[src/design/edfrq_pkg.sv]
`default_nettype none

package edfrq_pkg;

  localparam int QUEUE_DEPTH = 16;
  localparam int CNT_W       = $clog2(QUEUE_DEPTH + 1);
  localparam int DL_W        = 32;
  localparam int ID_W        = 8;
  localparam int ERR_W       = 2;

  localparam logic CMD_READY = 1'b0;
  localparam logic CMD_DONE  = 1'b1;

  localparam logic [ERR_W-1:0] ERR_OK        = 2'd0;
  localparam logic [ERR_W-1:0] ERR_FULL      = 2'd1;
  localparam logic [ERR_W-1:0] ERR_NOT_FOUND = 2'd2;

  // controller -> datapath
  typedef struct packed {
    logic load;   // capture input word
    logic exec;   // insert / remove in the queue
    logic fire;   // dispatch rule and write of the output register
  } edfrq_cmd_t;

  // datapath -> controller
  typedef struct packed {
    logic out_busy;
  } edfrq_stat_t;

endpackage

`default_nettype wire

[src/design/edfrq_ctrl.sv]
`default_nettype none

module edfrq_ctrl (
  input  wire logic                   clk,
  input  wire logic                   rst_n,
  input  wire logic                   in_valid,
  output logic                        in_stall,
  input  wire logic                   out_stall,
  input  wire edfrq_pkg::edfrq_stat_t stat,
  output edfrq_pkg::edfrq_cmd_t       cmd
);
  import edfrq_pkg::*;

  localparam logic [1:0] ST_IDLE = 2'd0;
  localparam logic [1:0] ST_EXEC = 2'd1;
  localparam logic [1:0] ST_DISP = 2'd2;

  logic [1:0] state_r;
  logic [1:0] state_nxt;
  logic       out_free;
  logic       in_accept;

  // output slot is free when empty or being taken this cycle
  assign out_free  = !stat.out_busy || !out_stall;
  // no word is taken while in reset
  assign in_stall  = !rst_n ||
                     !((state_r == ST_IDLE) || ((state_r == ST_DISP) && out_free));
  assign in_accept = in_valid && !in_stall;

  assign cmd.load = in_accept;
  assign cmd.exec = (state_r == ST_EXEC);
  assign cmd.fire = (state_r == ST_DISP) && out_free;

  always_comb begin
    state_nxt = state_r;
    unique case (state_r)
      ST_IDLE: begin
        if (in_accept) state_nxt = ST_EXEC;
      end
      ST_EXEC: begin
        state_nxt = ST_DISP;
      end
      ST_DISP: begin
        if (out_free) state_nxt = in_accept ? ST_EXEC : ST_IDLE;
      end
      default: begin
        state_nxt = ST_IDLE;
      end
    endcase
  end

  always_ff @(posedge clk) begin
    if (!rst_n) begin
      state_r <= ST_IDLE;
    end else begin
      state_r <= state_nxt;
    end
  end

`ifndef ASSERT_OFF
  a_accept_state: assert property (@(posedge clk) disable iff (!rst_n)
    in_accept |-> (state_r == ST_IDLE) || (state_r == ST_DISP))
    else $error("word accepted while busy");

  a_exec_follows: assert property (@(posedge clk) disable iff (!rst_n)
    in_accept |=> cmd.exec)
    else $error("accepted word not executed next cycle");

  a_fire_free: assert property (@(posedge clk) disable iff (!rst_n)
    cmd.fire |-> !(stat.out_busy && out_stall))
    else $error("output overwritten while stalled");
`endif

endmodule

`default_nettype wire

[src/design/edfrq_dpath.sv]
`default_nettype none

module edfrq_dpath (
  input  wire logic                           clk,
  input  wire logic                           rst_n,
  input  wire edfrq_pkg::edfrq_cmd_t          cmd,
  output edfrq_pkg::edfrq_stat_t              stat,
  input  wire logic                           in_cmd,
  input  wire logic [edfrq_pkg::ID_W-1:0]     in_task_id,
  input  wire logic [edfrq_pkg::DL_W-1:0]     in_abs_deadline,
  input  wire logic                           out_stall,
  output logic                                out_valid,
  output logic                                out_dispatch_valid,
  output logic [edfrq_pkg::ID_W-1:0]          out_dispatch_id,
  output logic                                out_demote_valid,
  output logic [edfrq_pkg::ID_W-1:0]          out_demote_id,
  output logic [edfrq_pkg::CNT_W-1:0]         out_queue_count,
  output logic [edfrq_pkg::ERR_W-1:0]         out_error_code
);
  import edfrq_pkg::*;

  localparam logic [QUEUE_DEPTH-1:0] ONES = '1;

  // captured input word
  logic             cmd_r;
  logic [ID_W-1:0]  id_r;
  logic [DL_W-1:0]  dl_r;

  // queue, sorted by deadline, head at index 0
  logic [DL_W-1:0]        dl_q    [QUEUE_DEPTH];
  logic [ID_W-1:0]        task_q  [QUEUE_DEPTH];
  logic [QUEUE_DEPTH-1:0] started_r;
  logic [CNT_W-1:0]       count_r;
  logic [CNT_W-1:0]       count_nxt;

  logic             run_r;
  logic             run_nxt;
  logic [ERR_W-1:0] err_r;
  logic [ERR_W-1:0] err_nxt;

  logic                   out_valid_r;
  logic                   disp_valid_r;
  logic [ID_W-1:0]        disp_id_r;
  logic                   dem_valid_r;
  logic [ID_W-1:0]        dem_id_r;
  logic [CNT_W-1:0]       qcount_r;
  logic [ERR_W-1:0]       ecode_r;

  logic [QUEUE_DEPTH-1:0] mark_v;   // entry k sits at or after the insert point
  logic [QUEUE_DEPTH-1:0] prev_v;   // mark of entry k-1
  logic [QUEUE_DEPTH-1:0] match_v;
  logic [QUEUE_DEPTH-1:0] seen_v;   // first match at or below k
  logic                   full;
  logic                   found;
  logic                   do_ins;
  logic                   do_rem;
  logic                   disp_go;
  logic                   dem_go;

  always_comb begin
    for (int k = 0; k < QUEUE_DEPTH; k++) begin
      mark_v[k]  = !(CNT_W'(k) < count_r) || (dl_r < dl_q[k]);
      match_v[k] = (CNT_W'(k) < count_r) && (task_q[k] == id_r);
    end
    for (int k = 0; k < QUEUE_DEPTH; k++) begin
      seen_v[k] = |(match_v & (ONES >> (QUEUE_DEPTH - 1 - k)));
    end
  end

  assign prev_v = {mark_v[QUEUE_DEPTH-2:0], 1'b0};
  assign full   = (count_r == CNT_W'(QUEUE_DEPTH));
  assign found  = |match_v;
  assign do_ins = cmd.exec && (cmd_r == CMD_READY) && !full;
  assign do_rem = cmd.exec && (cmd_r == CMD_DONE) && found;

  always_comb begin
    count_nxt = count_r;
    if (do_ins) count_nxt = count_r + CNT_W'(1);
    else if (do_rem) count_nxt = count_r - CNT_W'(1);
  end

  always_comb begin
    priority if (cmd_r == CMD_READY) begin
      err_nxt = full ? ERR_FULL : ERR_OK;
      run_nxt = !full && mark_v[0];
    end else begin
      err_nxt = found ? ERR_OK : ERR_NOT_FOUND;
      run_nxt = found;
    end
  end

  assign disp_go = run_r && (count_r != '0) && !started_r[0];
  assign dem_go  = run_r && (count_r >= CNT_W'(2)) && started_r[1];

  for (genvar g = 0; g < QUEUE_DEPTH; g++) begin : gen_entry
    logic [DL_W-1:0] dl_prev;
    logic [ID_W-1:0] task_prev;
    logic            st_prev;
    logic [DL_W-1:0] dl_next;
    logic [ID_W-1:0] task_next;
    logic            st_next;
    logic [DL_W-1:0] dl_nxt;
    logic [ID_W-1:0] task_nxt;
    logic            st_nxt;

    if (g == 0) begin : gen_head
      assign dl_prev   = '0;
      assign task_prev = '0;
      assign st_prev   = 1'b0;
    end else begin : gen_body
      assign dl_prev   = dl_q[g-1];
      assign task_prev = task_q[g-1];
      assign st_prev   = started_r[g-1];
    end

    if (g == QUEUE_DEPTH - 1) begin : gen_tail
      assign dl_next   = dl_q[g];
      assign task_next = task_q[g];
      assign st_next   = 1'b0;
    end else begin : gen_mid
      assign dl_next   = dl_q[g+1];
      assign task_next = task_q[g+1];
      assign st_next   = started_r[g+1];
    end

    always_comb begin
      dl_nxt   = dl_q[g];
      task_nxt = task_q[g];
      st_nxt   = started_r[g];
      if (do_ins) begin
        if (mark_v[g] && !prev_v[g]) begin
          dl_nxt   = dl_r;
          task_nxt = id_r;
          st_nxt   = 1'b0;
        end else if (prev_v[g]) begin
          dl_nxt   = dl_prev;
          task_nxt = task_prev;
          st_nxt   = st_prev;
        end
      end else if (do_rem) begin
        if (seen_v[g]) begin
          dl_nxt   = dl_next;
          task_nxt = task_next;
          st_nxt   = st_next;
        end
      end else if (cmd.fire && disp_go && (g == 0)) begin
        st_nxt = 1'b1;
      end
    end

    always_ff @(posedge clk) begin
      dl_q[g]   <= dl_nxt;
      task_q[g] <= task_nxt;
      if (!rst_n) begin
        started_r[g] <= 1'b0;
      end else begin
        started_r[g] <= st_nxt;
      end
    end
  end

  always_ff @(posedge clk) begin
    if (cmd.load) begin
      cmd_r <= in_cmd;
      id_r  <= in_task_id;
      dl_r  <= in_abs_deadline;
    end
    if (cmd.exec) begin
      err_r <= err_nxt;
    end
    if (cmd.fire) begin
      disp_valid_r <= disp_go;
      disp_id_r    <= disp_go ? task_q[0] : '0;
      dem_valid_r  <= dem_go;
      dem_id_r     <= dem_go ? task_q[1] : '0;
      qcount_r     <= count_r;
      ecode_r      <= err_r;
    end
  end

  always_ff @(posedge clk) begin
    if (!rst_n) begin
      count_r     <= '0;
      run_r       <= 1'b0;
      out_valid_r <= 1'b0;
    end else begin
      count_r <= count_nxt;
      if (cmd.exec) run_r <= run_nxt;
      if (cmd.fire) out_valid_r <= 1'b1;
      else if (!out_stall) out_valid_r <= 1'b0;
    end
  end

  assign stat.out_busy      = out_valid_r;
  assign out_valid          = out_valid_r;
  assign out_dispatch_valid = disp_valid_r;
  assign out_dispatch_id    = disp_id_r;
  assign out_demote_valid   = dem_valid_r;
  assign out_demote_id      = dem_id_r;
  assign out_queue_count    = qcount_r;
  assign out_error_code     = ecode_r;

`ifndef ASSERT_OFF
  a_count_range: assert property (@(posedge clk) disable iff (!rst_n)
    count_r <= CNT_W'(QUEUE_DEPTH))
    else $error("queue count out of range");

  a_err_keeps_count: assert property (@(posedge clk) disable iff (!rst_n)
    (cmd.exec && (err_nxt != ERR_OK)) |=> (count_r == $past(count_r)))
    else $error("failed command changed the queue count");

  a_dispatch_marks: assert property (@(posedge clk) disable iff (!rst_n)
    (cmd.fire && disp_go) |=> started_r[0])
    else $error("dispatched head not marked started");
`endif

endmodule

`default_nettype wire

[src/design/edf_ready_queue_dispatch.sv]
// EDF ready queue with dispatch.
// Input channel (in_valid / in_stall): one word per scheduling event;
// in_cmd selects insert (task ready) or remove (task completed) of in_task_id,
// in_abs_deadline orders inserts, smallest first, ties in arrival order.
// Output channel (out_valid / out_stall): exactly one word per input word,
// carrying dispatch and demotion reports, the queue count after the event
// and an error code (queue full, task not found).
// Each accepted word is captured, inserted or removed in the EXEC state, and
// then the dispatch rule in the DISP state writes the output register; the queue
// is a shift register, and no new word is taken while a word is in EXEC.
// The next input word is taken in the same cycle the result is registered.
// When the receiver stalls, the result holds in the output register and a
// following word is taken and executed, then waits until the register frees.
// Reset (rst_n low, synchronous) empties the queue and drops any pending
// result; no input word is taken while reset is asserted.
`default_nettype none

module edf_ready_queue_dispatch (
  input  wire logic                           clk,
  input  wire logic                           rst_n,
  input  wire logic                           in_valid,
  output logic                                in_stall,
  input  wire logic                           in_cmd,
  input  wire logic [edfrq_pkg::ID_W-1:0]     in_task_id,
  input  wire logic [edfrq_pkg::DL_W-1:0]     in_abs_deadline,
  output logic                                out_valid,
  input  wire logic                           out_stall,
  output logic                                out_dispatch_valid,
  output logic [edfrq_pkg::ID_W-1:0]          out_dispatch_id,
  output logic                                out_demote_valid,
  output logic [edfrq_pkg::ID_W-1:0]          out_demote_id,
  output logic [edfrq_pkg::CNT_W-1:0]         out_queue_count,
  output logic [edfrq_pkg::ERR_W-1:0]         out_error_code
);
  import edfrq_pkg::*;

  edfrq_cmd_t  cmd;
  edfrq_stat_t stat;

  edfrq_ctrl u_ctrl (
    .clk       (clk),
    .rst_n     (rst_n),
    .in_valid  (in_valid),
    .in_stall  (in_stall),
    .out_stall (out_stall),
    .stat      (stat),
    .cmd       (cmd)
  );

  edfrq_dpath u_dpath (
    .clk                (clk),
    .rst_n              (rst_n),
    .cmd                (cmd),
    .stat               (stat),
    .in_cmd             (in_cmd),
    .in_task_id         (in_task_id),
    .in_abs_deadline    (in_abs_deadline),
    .out_stall          (out_stall),
    .out_valid          (out_valid),
    .out_dispatch_valid (out_dispatch_valid),
    .out_dispatch_id    (out_dispatch_id),
    .out_demote_valid   (out_demote_valid),
    .out_demote_id      (out_demote_id),
    .out_queue_count    (out_queue_count),
    .out_error_code     (out_error_code)
  );

endmodule

`default_nettype wire

[config.mk]
export PLATFORM = sky130hd
export DESIGN_NAME = edf_ready_queue_dispatch
export DESIGN_NICKNAME = d
export VERILOG_FILES = /design/src/design/edfrq_pkg.sv /design/src/design/edfrq_ctrl.sv /design/src/design/edfrq_dpath.sv /design/src/design/edf_ready_queue_dispatch.sv
export SDC_FILE = /design/constraint.sdc
export NUM_CORES = 2
export LEC_CHECK = 0
export BUFFER_PORTS_ARGS = -buffer_cell sky130_fd_sc_hd__buf_2
export CORE_MARGIN = 1.5
export CORE_UTILIZATION = 50
export CTS_CLUSTER_DIAMETER = 120
export DETAILED_ROUTE_END_ITERATION = 16
export GPL_TIMING_DRIVEN = 0
export PLACE_DENSITY = 0.65
export SETUP_SLACK_MARGIN = 0.1
export SKIP_CTS_REPAIR_TIMING = 1
export SLEW_MARGIN = 0
export SYNTH_ARGS = -nofsm -noshare
export SYNTH_HDL_FRONTEND = slang
export SYNTH_SLANG_ARGS = --single-unit
[constraint.sdc]
create_clock -name clk -period 8.8 [get_ports clk]
set_clock_uncertainty 0.2 [all_clocks]
set_input_delay 0.44 -clock clk [delete_from_list [all_inputs] [get_ports clk]]
set_output_delay 0.44 -clock clk [all_outputs]
set_load 0.01 [all_outputs]
==> load_flow_metrics.sql <==
INSERT INTO impl_metrics (metric_group, metric, value, unit) VALUES
('die', 'chipHeight', '320', 'um'),
('die', 'die_area', '102000', 'um^2'),
('critical_path', 'r2r_start', 'u_dpath.dl_r[1]', ''),
('drt', 'route.detailed.vias_per_inst', '6.62', ''),
('sta', 'tightestPinTransition', '1.60', 'ns'),
('power_and_ir_drop', 'cellLeakagePower', '23.6', 'nW'),
('finish', 'finalNetCount', '6062', ''),
('yosys', 'seq_area_frac_synth', '43.4', '%'),
('die', 'chipWidth', '320', 'um'),
('place', 'placedInstanceArea', '53000', 'um^2'),
('place', 'hpwl', '153000', 'um'),
('finish', 'relative_area_change_from_synthesis_to_final_layout', '12.1', '%'),
('clock_tree', 'clock_slew_seen_by_the_registers_of_the_worst_setup_and_hold_paths', '0.06', 'ns'),
('yosys', 'synth_seq_cells', '733', ''),
('clock_tree', 'cts_tree', 'built', ''),
('global_route', 'groute.usage.overall', '40.0', '%'),
('drt', 'route.vias.total', '45442', ''),
('critical_path', 'critical_path.endpoint_type', 'register', ''),
('yosys', 'synth_fp_nets', '5821', ''),
('place', 'placement.io_buffers', '71', ''),
('critical_path', 'startpoint', 'u_dpath.dl_r[1]', ''),
('outcome', 'violations', 'max-capacitance violations, max-slew violations', ''),
('power_and_ir_drop', 'power.density', '154', 'nW/um^2'),
('clock_tree', 'clock_insertion_delay_worst_skew', '0.72', 'ns'),
('hold_path', 'hold_path.class', 'in -> reg', ''),
('power_and_ir_drop', 'ir_drop', '148', 'uV'),
('critical_path', 'critical_path_required', '8.99', 'ns'),
('die', 'fp-row-count', '115', ''),
('drt', 'antenna_violating_nets_post_route', '0', ''),
('sta', 'slew_viol_final', '11', ''),
('drt', 'initialDrtViolationCount', '7076', ''),
('global_route', 'initial_antenna_violation_count', '5', ''),
('yosys', 'syn_inst', '5276', ''),
('finish', 'finish.utilization', '56.9', '%'),
('clock_tree', 'numCtsBuffers', '88', ''),
('sta', 'achievable-frequency', '0.157', 'GHz'),
('yosys', 'synth.yosys.warnings', '0', ''),
('drt', 'drt_drc_violations_left', '0', ''),
('sta', 'setup_repair_after_global_routing_missed_its_margin', 'no', ''),
('clock_tree', 'cts.path.max_buffers', '3', ''),
('finish', 'drive_gt1_share', '6.87', '%'),
('yosys', 'count_of_flip_flops_with_a_built_in_enable_after_synthesis', '708', ''),
('global_route', 'grt_pass1_wl', '296000', 'um'),
('sta', 'slew-limit-headroom', '-6.93', '%'),
('sta', 'hold-worst-slack', '0.233', 'ns'),
('yosys', 'asyncSetResetFlopFracSynth', '0', '%'),
('global_route', 'grt_pass1_vias', '42829', ''),
('critical_path', 'worstSetupStartpointType', 'register', ''),
('global_route', 'grt_start_max_net_pins', '43', ''),
('sta', 'timing.final.crit_period', '6.38', 'ns'),
('sta', 'timing.final.setup_violations', '0', ''),
('sta', 'final.period_utilization', '72.5', '%'),
('drt', 'drt-total-wl', '209000', 'um'),
('place', 'final_replace_weighted_congestion', '1.04', ''),
('clock_tree', 'clkSinkCount', '733', ''),
('yosys', 'syn_area', '50200', 'um^2'),
('clock_tree', 'cell_at_the_root_of_the_clock_tree', 'sky130_fd_sc_hd__clkbuf_16', ''),
('yosys', 'synthDistinctLibCells', '86', ''),
('die', 'starting_utilization_of_the_core_area', '50.7', '%'),
('drt', 'wire_per_inst', '30.4', 'um'),
('run', 'max_cap_viol_count', '1', ''),
('hold_path', 'hold_path_startpoint', 'in_abs_deadline[6]', ''),
('outcome', 'run_status', 'complete, but fails checks', ''),
('yosys', 'yosys_most_used_dff', 'sky130_fd_sc_hd__edfxtp_1', ''),
('clock_tree', 'ctsHtreeMaxLevel', '3', ''),
('drt', 'first_pass_iters', '7', ''),
('critical_path', 'critical_path_arrival', '6.57', 'ns'),
('sta', 'final-hold-violation-count', '0', ''),
('critical_path', 'timing.setup.critical_path_class', 'reg -> reg', ''),
('die', 'top_level_ports', '72', ''),
('critical_path', 'crit_path_max_fanout', '22', ''),
('finish', 'finish.instance_area', '56200', 'um^2'),
('global_route', 'globalRoute.totalOverflow', '0', ''),
('yosys', 'synthesis.area_per_instance', '9.51', 'um^2'),
('die', 'core_area', '98900', 'um^2');
## metrics by stage
step | setup TNS [ns] | power, mW | cells | setup WS, ns
after detailed placement | 0 | 4.93 | 6668 | 2.68
after floorplan | 0 | 4.53 | 5276 | 2.57
after CTS | 0 | 8.55 | 6820 | 2.62
after global placement | -530.21 | 4.90 | 6634 | -3.78
final | 0 | 8.64 | 6869 | 2.42
after global routing | 0 | 8.79 | 6866 | 2.29
## layout by cell type (no fill, tap or decap), types with 88 or more instances in the layout
master,count
sky130_fd_sc_hd__clkbuf_16,88
sky130_fd_sc_hd__nand3_1,259
sky130_fd_sc_hd__a21oi_1,251
sky130_fd_sc_hd__o21ai_1,143
sky130_fd_sc_hd__a31oi_1,167
sky130_fd_sc_hd__buf_2,117
sky130_fd_sc_hd__ha_1,500
sky130_fd_sc_hd__o21ai_0,482
sky130_fd_sc_hd__edfxtp_1,708
sky130_fd_sc_hd__mux2i_1,314
sky130_fd_sc_hd__nor2_1,248
sky130_fd_sc_hd__nand2_1,617
sky130_fd_sc_hd__clkbuf_1,272
sky130_fd_sc_hd__inv_1,515
## Yosys cell counts, drive strengths merged (50+ instances only)
cell type	n	area (um^2)
a31oi	170	1080
edfxtp	708	21300
buf	86	539
xor2	66	578
o21ai	627	3140
mux2i	314	3140
a21oi	253	1270
nand2	617	2320
inv	516	1940
nand3	259	1300
xnor2	64	561
nand4	80	500
a21o	50	375
nor2	250	941
ha	500	6260
clkbuf	259	972
## critical path, cell delays in order (launching register included)
cell and delay (ns):
sky130_fd_sc_hd__edfxtp_1 1.10, sky130_fd_sc_hd__ha_1 0.39, sky130_fd_sc_hd__a2111oi_0 1.03, sky130_fd_sc_hd__or4_1 0.27, sky130_fd_sc_hd__a31oi_1 0.21, sky130_fd_sc_hd__o311ai_1 0.90
sky130_fd_sc_hd__nand2_1 0.70, sky130_fd_sc_hd__a211oi_4 0.76, sky130_fd_sc_hd__buf_8 0.27, sky130_fd_sc_hd__buf_8 0.21
## routing by layer
metal / vias to the layer above / share of wire, % / wire length (um) / GRT usage, %
met4: 6 / 8.2 / 17000 / 27.0
li1: 19619 / - / - / -
met1: 21918 / 39 / 81300 / 53.3
met5: - / 0.040 / 83 / 0.426
met3: 666 / 13 / 27100 / 11.8
met2: 3233 / 40 / 83200 / 55.7
## flip-flops by register name, summed over array words and instances, names as in the netlist, 2 cells and up
| register | cells |
|---|---|
| u_ctrl.state_r | 2 |
| u_dpath.count_r | 5 |
| u_dpath.dl_q | 512 |
| u_dpath.dl_r | 32 |
| u_dpath.err_r | 2 |
| u_dpath.gen_entry.st_next | 13 |
| u_dpath.gen_entry.st_prev | 3 |
| u_dpath.id_r | 8 |
| u_dpath.out_demote_id | 8 |
| u_dpath.out_dispatch_id | 8 |
| u_dpath.out_error_code | 2 |
| u_dpath.out_queue_count | 5 |
| u_dpath.task_q | 128 |
## cell type report
| cell class | instances | area [um^2] |
|---|---|---|
| plain buffers | 345 | 1520 |
| inverters | 517 | 1940 |
| well taps | 1287 | 1610 |
| multi-input cells | 3681 | 25100 |
| clock inverters | 43 | 428 |
| flip-flops and latches | 733 | 21800 |
| repair buffers | 151 | 1480 |
| fillers | 8853 | 42600 |
| diodes | 3 | 7.51 |
| clock buffers | 109 | 2330 |
## cells by family (layout without fill, tap and decap cells)
logic type,after synthesis,count (layout),synth area share [%]
and+or+nand+nor,1379,1379,12.4
AOI/OAI and AO/OA,1317,1317,15.4
buffers and inverters,862,1165,6.88
DFF,733,733,43.4
adders and majority gates,500,500,12.5
muxes,355,355,7.19
xor gates and xnor gates,130,130,2.27
other,0,3,0
## where the power goes
part,leakage (nW),switching (mW),internal (mW)
Sequential,6.63,0.0837,3.86
Combinational,15.7,0.679,0.303
Clock,1.35,1.63,2.08
## path summary, 6_finish.rpt
kind / end / slack (ns) / cells past startpoint
worst max-delay path: u_dpath.dl_q[2][47] / 2.42 / 9
worst min-delay path: u_dpath.dl_r[6] / 0.23 / 2
worst max register to register: u_dpath.dl_q[2][47] / 2.42 / 9
worst min register to register: u_dpath.out_error_code[0] / 0.24 / 0
Power figures use the tool's default switching activity.
